===== config.mk =====
export PLATFORM = sky130hd
export DESIGN_NAME = mcrwa_div
export DESIGN_NICKNAME = d
export VERILOG_FILES = /design/src/hdl/mcrwa_div.sv
export SDC_FILE = /design/constraint.sdc
export NUM_CORES = 1
export LEC_CHECK = 0
export ABC_AREA = 1
export BUFFER_PORTS_ARGS = -buffer_cell sky130_fd_sc_hd__buf_2
export CORE_UTILIZATION = 57
export DETAILED_ROUTE_END_ITERATION = 8
export PLACE_DENSITY = 0.92
export SETUP_SLACK_MARGIN = 0.4
export SLEW_MARGIN = 15
export SYNTH_ARGS = -nofsm -noshare
export SYNTH_HDL_FRONTEND = slang
export SYNTH_SLANG_ARGS = --single-unit

===== constraint.sdc =====
create_clock -name aclk -period 3.75 [get_ports aclk]
set_clock_uncertainty 0.1 [all_clocks]
set_input_delay 0.5625 -clock aclk [delete_from_list [all_inputs] [get_ports aclk]]
set_output_delay 0.5625 -clock aclk [all_outputs]
set_load 0.03 [all_outputs]

===== src/hdl/mcrwa_div.sv =====
// Restoring unsigned divider, one quotient bit per cycle
module mcrwa_div #(
    parameter int N_W = 36,
    parameter int D_W = 10
) (
    input  logic           aclk,
    input  logic           aresetn,
    input  logic           start,
    input  logic [N_W-1:0] dividend,
    input  logic [D_W-1:0] divisor,
    output logic           busy,
    output logic           done,
    output logic [N_W-1:0] quotient
);

    localparam int CNT_W = $clog2(N_W + 1);

    logic [N_W-1:0]   quo_reg;
    logic [D_W-1:0]   rem_reg;
    logic [D_W-1:0]   div_reg;
    logic [CNT_W-1:0] cnt_reg;
    logic             busy_reg;
    logic             done_reg;
    logic [D_W:0]     shifted;
    logic             fits;

    assign shifted = {rem_reg, quo_reg[N_W-1]};
    assign fits    = shifted >= {1'b0, div_reg};

    // Control
    always_ff @(posedge aclk) begin
        if (!aresetn) begin
            busy_reg <= 1'b0;
            done_reg <= 1'b0;
            cnt_reg  <= '0;
        end else begin
            done_reg <= 1'b0;
            if (start) begin
                busy_reg <= 1'b1;
                cnt_reg  <= CNT_W'(N_W);
            end else if (busy_reg) begin
                cnt_reg <= cnt_reg - 1'b1;
                if (cnt_reg == CNT_W'(1)) begin
                    busy_reg <= 1'b0;
                    done_reg <= 1'b1;
                end
            end
        end
    end

    // Datapath
    always_ff @(posedge aclk) begin
        if (start) begin
            quo_reg <= dividend;
            rem_reg <= '0;
            div_reg <= divisor;
        end else if (busy_reg) begin
            if (fits) begin
                rem_reg <= D_W'(shifted - {1'b0, div_reg});
                quo_reg <= {quo_reg[N_W-2:0], 1'b1};
            end else begin
                rem_reg <= shifted[D_W-1:0];
                quo_reg <= {quo_reg[N_W-2:0], 1'b0};
            end
        end
    end

    assign busy     = busy_reg;
    assign done     = done_reg;
    assign quotient = quo_reg;

endmodule


==> results by group <==
Pwr
  • Power after layout: 1710 uW
  • Switching share of power: 0.307
  • Static Leak: 0.00207 uW
  • Power share of the combinational group: 0.195
  • PD cells: around 430 mW/mm^2
  • Clock share of power: 0.300
  • Internal Power: 1190 uW
  • Sw Pwr: 525 uW
  • Part of the power in registers: 0.505
  • Peak VDD IR: around 0.34 mV

Yosys
  • Number of synthesized flops with an enable pin: 46
  • Synthesized instance count: around 400
  • Cell Area, Synth: between 0.003 and 0.004 sq mm
  • Most used DFF post-synth: edfxtp_1
  • Yosys top cell area share: 0.416
  • Yosys warns: 0
  • Register area share after synthesis: 0.525
  • Synth area leader: edfxtp_1
  • Syn Nets: between 400 and 500
  • Register bit total from synthesis: 64
  • Synth async-reset ratio: 0
  • Top cells by area, synth: edfxtp_1 42%, nand2_1 20%, dfxtp_1 11%
  • Syn_area_per_cell: between 8 and 9 sq um
  • Count of different cell masters after synthesis: 30

Worst hold path
  • WHS Path Cells: 1
  • Hold endpoint: div_reg[8]
  • HP Start: divisor[8]
  • Hold WC Path Type: input port to flop

STA
  • Period minus WS final: 2320 ps
  • Worst Tran Pin Value: between 1000 and 1500 ps
  • Final hold vios: 0
  • Slew headroom: 0.290
  • Max-slew violation count: 0
  • Fin crit share: 0.619
  • RSZ-0062 raised after global routing: false
  • Fin Setup TNS: 0 ps
  • Fmax achieved: 0.430 GHz
  • Final setup vio count: 0

Die
  • Core ar.: between 0.005 and 0.006 sq mm
  • Ports: 87
  • Initial core utilization: 0.595
  • Die Y: 78.3 um
  • FP Rows: 27
  • Die area: around 0.006 sq mm
  • Horiz. Die Dim: 78.3 um

Final layout
  • Area delta synth->final: 19.2%
  • Layout Utilization: 0.710
  • Most frequent cells in the layout: 178 x nand2_1, 86 x buf_2, 47 x inv_1
  • Antenna Cells: 0
  • Layout Cells excl Fill: 563
  • Commonest non-fill, non-tap cell in the layout: nand2_1
  • Layout cells sized above 1: 0.236
  • Nets: 548
  • Max FFs per register: 36

Clock tree
  • Setup Fix Bufs, Post-CTS: 0
  • Num Clock Sinks: between 60 and 70
  • Cts hold-fix bufs: 0
  • Root buf cell: clkbuf_8
  • Max clock buf depth: 2
  • Worst-Skew Late Latency: about 340 ps
  • Inserted Clock Buffers: 9
  • Post-CTS Resized: 0
  • CTS tree: done
  • CTS clock-pin slew for the worst setup and hold paths: about 70 ps
  • H-tree lvl count: 3

Critical path
  • CP arrival: 2480 ps
  • WP data required: 3910 ps
  • Crit. End Element: flop
  • Maximum net fanout on the critical path: 13
  • Reg2reg start: div_reg[5]
  • Worst flop-to-flop path endpoint: rem_reg[4]
  • Cells on worst reg2reg path: 11
  • Startpoint types: flop
  • R2r setup slk: 1430 ps
  • Worst setup path class: flop to flop

Route
  • DRT Wirelength: slightly below 8 mm
  • # DRC: 0
  • Routed via count: 2990
  • Detail Route Antenna Nets: 0
  • WL per Instance: 13.9 um
  • DR vias/cell: 5.31
  • Drt initial violations: 238
  • DR pass1 iterations: 6

Placed design
  • GP Congestion: 0.876
  • Placed insts: 547
  • Port bufs: 86
  • Final HPWL DP: around 5.6 mm

Global routing
  • Largest net degree at the start of global routing: 41
  • Initial antenna violation count: 0
  • Total global routing overflow: 0
  • Total GRT Usage: 0.271
  • Number of global-route vias before repair: 2838
  • Global-route wire length before repair: 12.6 mm

Run status
  • Status: completed

Flow run
  • Max-cap violations: 0
==> worst max path at each step <==
stage | startpoint | to | slack [ps]
floorplan | busy | quotient[0] | 1650
global placement | start | cnt_reg[3] | 1470
detailed placement | start | cnt_reg[3] | 1430
CTS | div_reg[5] | rem_reg[4] | 1450
global route | div_reg[7] | rem_reg[4] | 1250
finish | div_reg[5] | rem_reg[4] | 1430
==> metrics by stage <==
step / setup WS, ps / cell area, sq um / hold WS, ps
2_1_floorplan: 1650 / 3320 / 343
3_3_place_gp: 1470 / 3790 / 357
3_5_place_dp: 1430 / 3790 / 363
4_1_cts: 1450 / 3960 / 291
5_1_grt: 1250 / 3960 / 280
6_report: 1430 / 3960 / 296
==> Yosys cell counts (4+ instances only) <==
cell type / number
nand3_1: 21
ha_1: 12
nand2_1: 178
edfxtp_1: 46
dfxtp_1: 18
a21oi_1: 7
nor2_2: 4
clkbuf_1: 6
nand3_2: 5
nor2_1: 16
nand2_2: 4
nand3b_1: 5
inv_1: 48
==> per-layer routing <==
layer,vias up,share of wire,track usage
li1,1439,-,-
met1,1362,0.39,0.312
met2,167,0.49,0.447
met3,22,0.087,0.0895
met4,0,0.026,0.141
met5,-,0,0
==> cell type report <==
cell class                      instances  area, sq um
Clock buffer                           12          145
Clock inverter                          4         21.3
Fill cell                             403         1620
Inverter                               48          180
Multi-Input combinational cell        275         1330
Sequential cell                        64         1740
Tap cell                               72         90.1
Timing Repair Buffer                   88          445
==> worst max-delay path: stages (launching register included) <==
cell and delay [ps]:
edfxtp_1 320, inv_1 40, ha_1 350, nand2_1 100
inv_1 60, nand2_1 90, nor2_2 50, nor2_2 530
nand2_2 290, nand2_1 130, nand3_1 80, o21ai_1 110
==> logic make-up (layout without fill, tap and decap cells) <==
logic type	count (synthesis)	in the layout	share of synthesized area
and+or+nand+nor	241	241	0.311
DFF	64	64	0.525
buffers and inverters	59	152	0.0739
AOI/OAI and AO/OA	17	17	0.0279
adders and majority gates	13	13	0.0513
xor gates and xnor gates	4	4	0.0106
==> power groups by stage <==
stage          sequential, uW  combinational, uW  clock (uW)
6_report                  864                334         513
5_1_grt                   869                363         545
4_1_cts                   863                333         513
3_5_place_dp              876                330           0
3_3_place_gp              875                318           0
2_1_floorplan             954                144           0
Power figures use the tool's default switching activity.
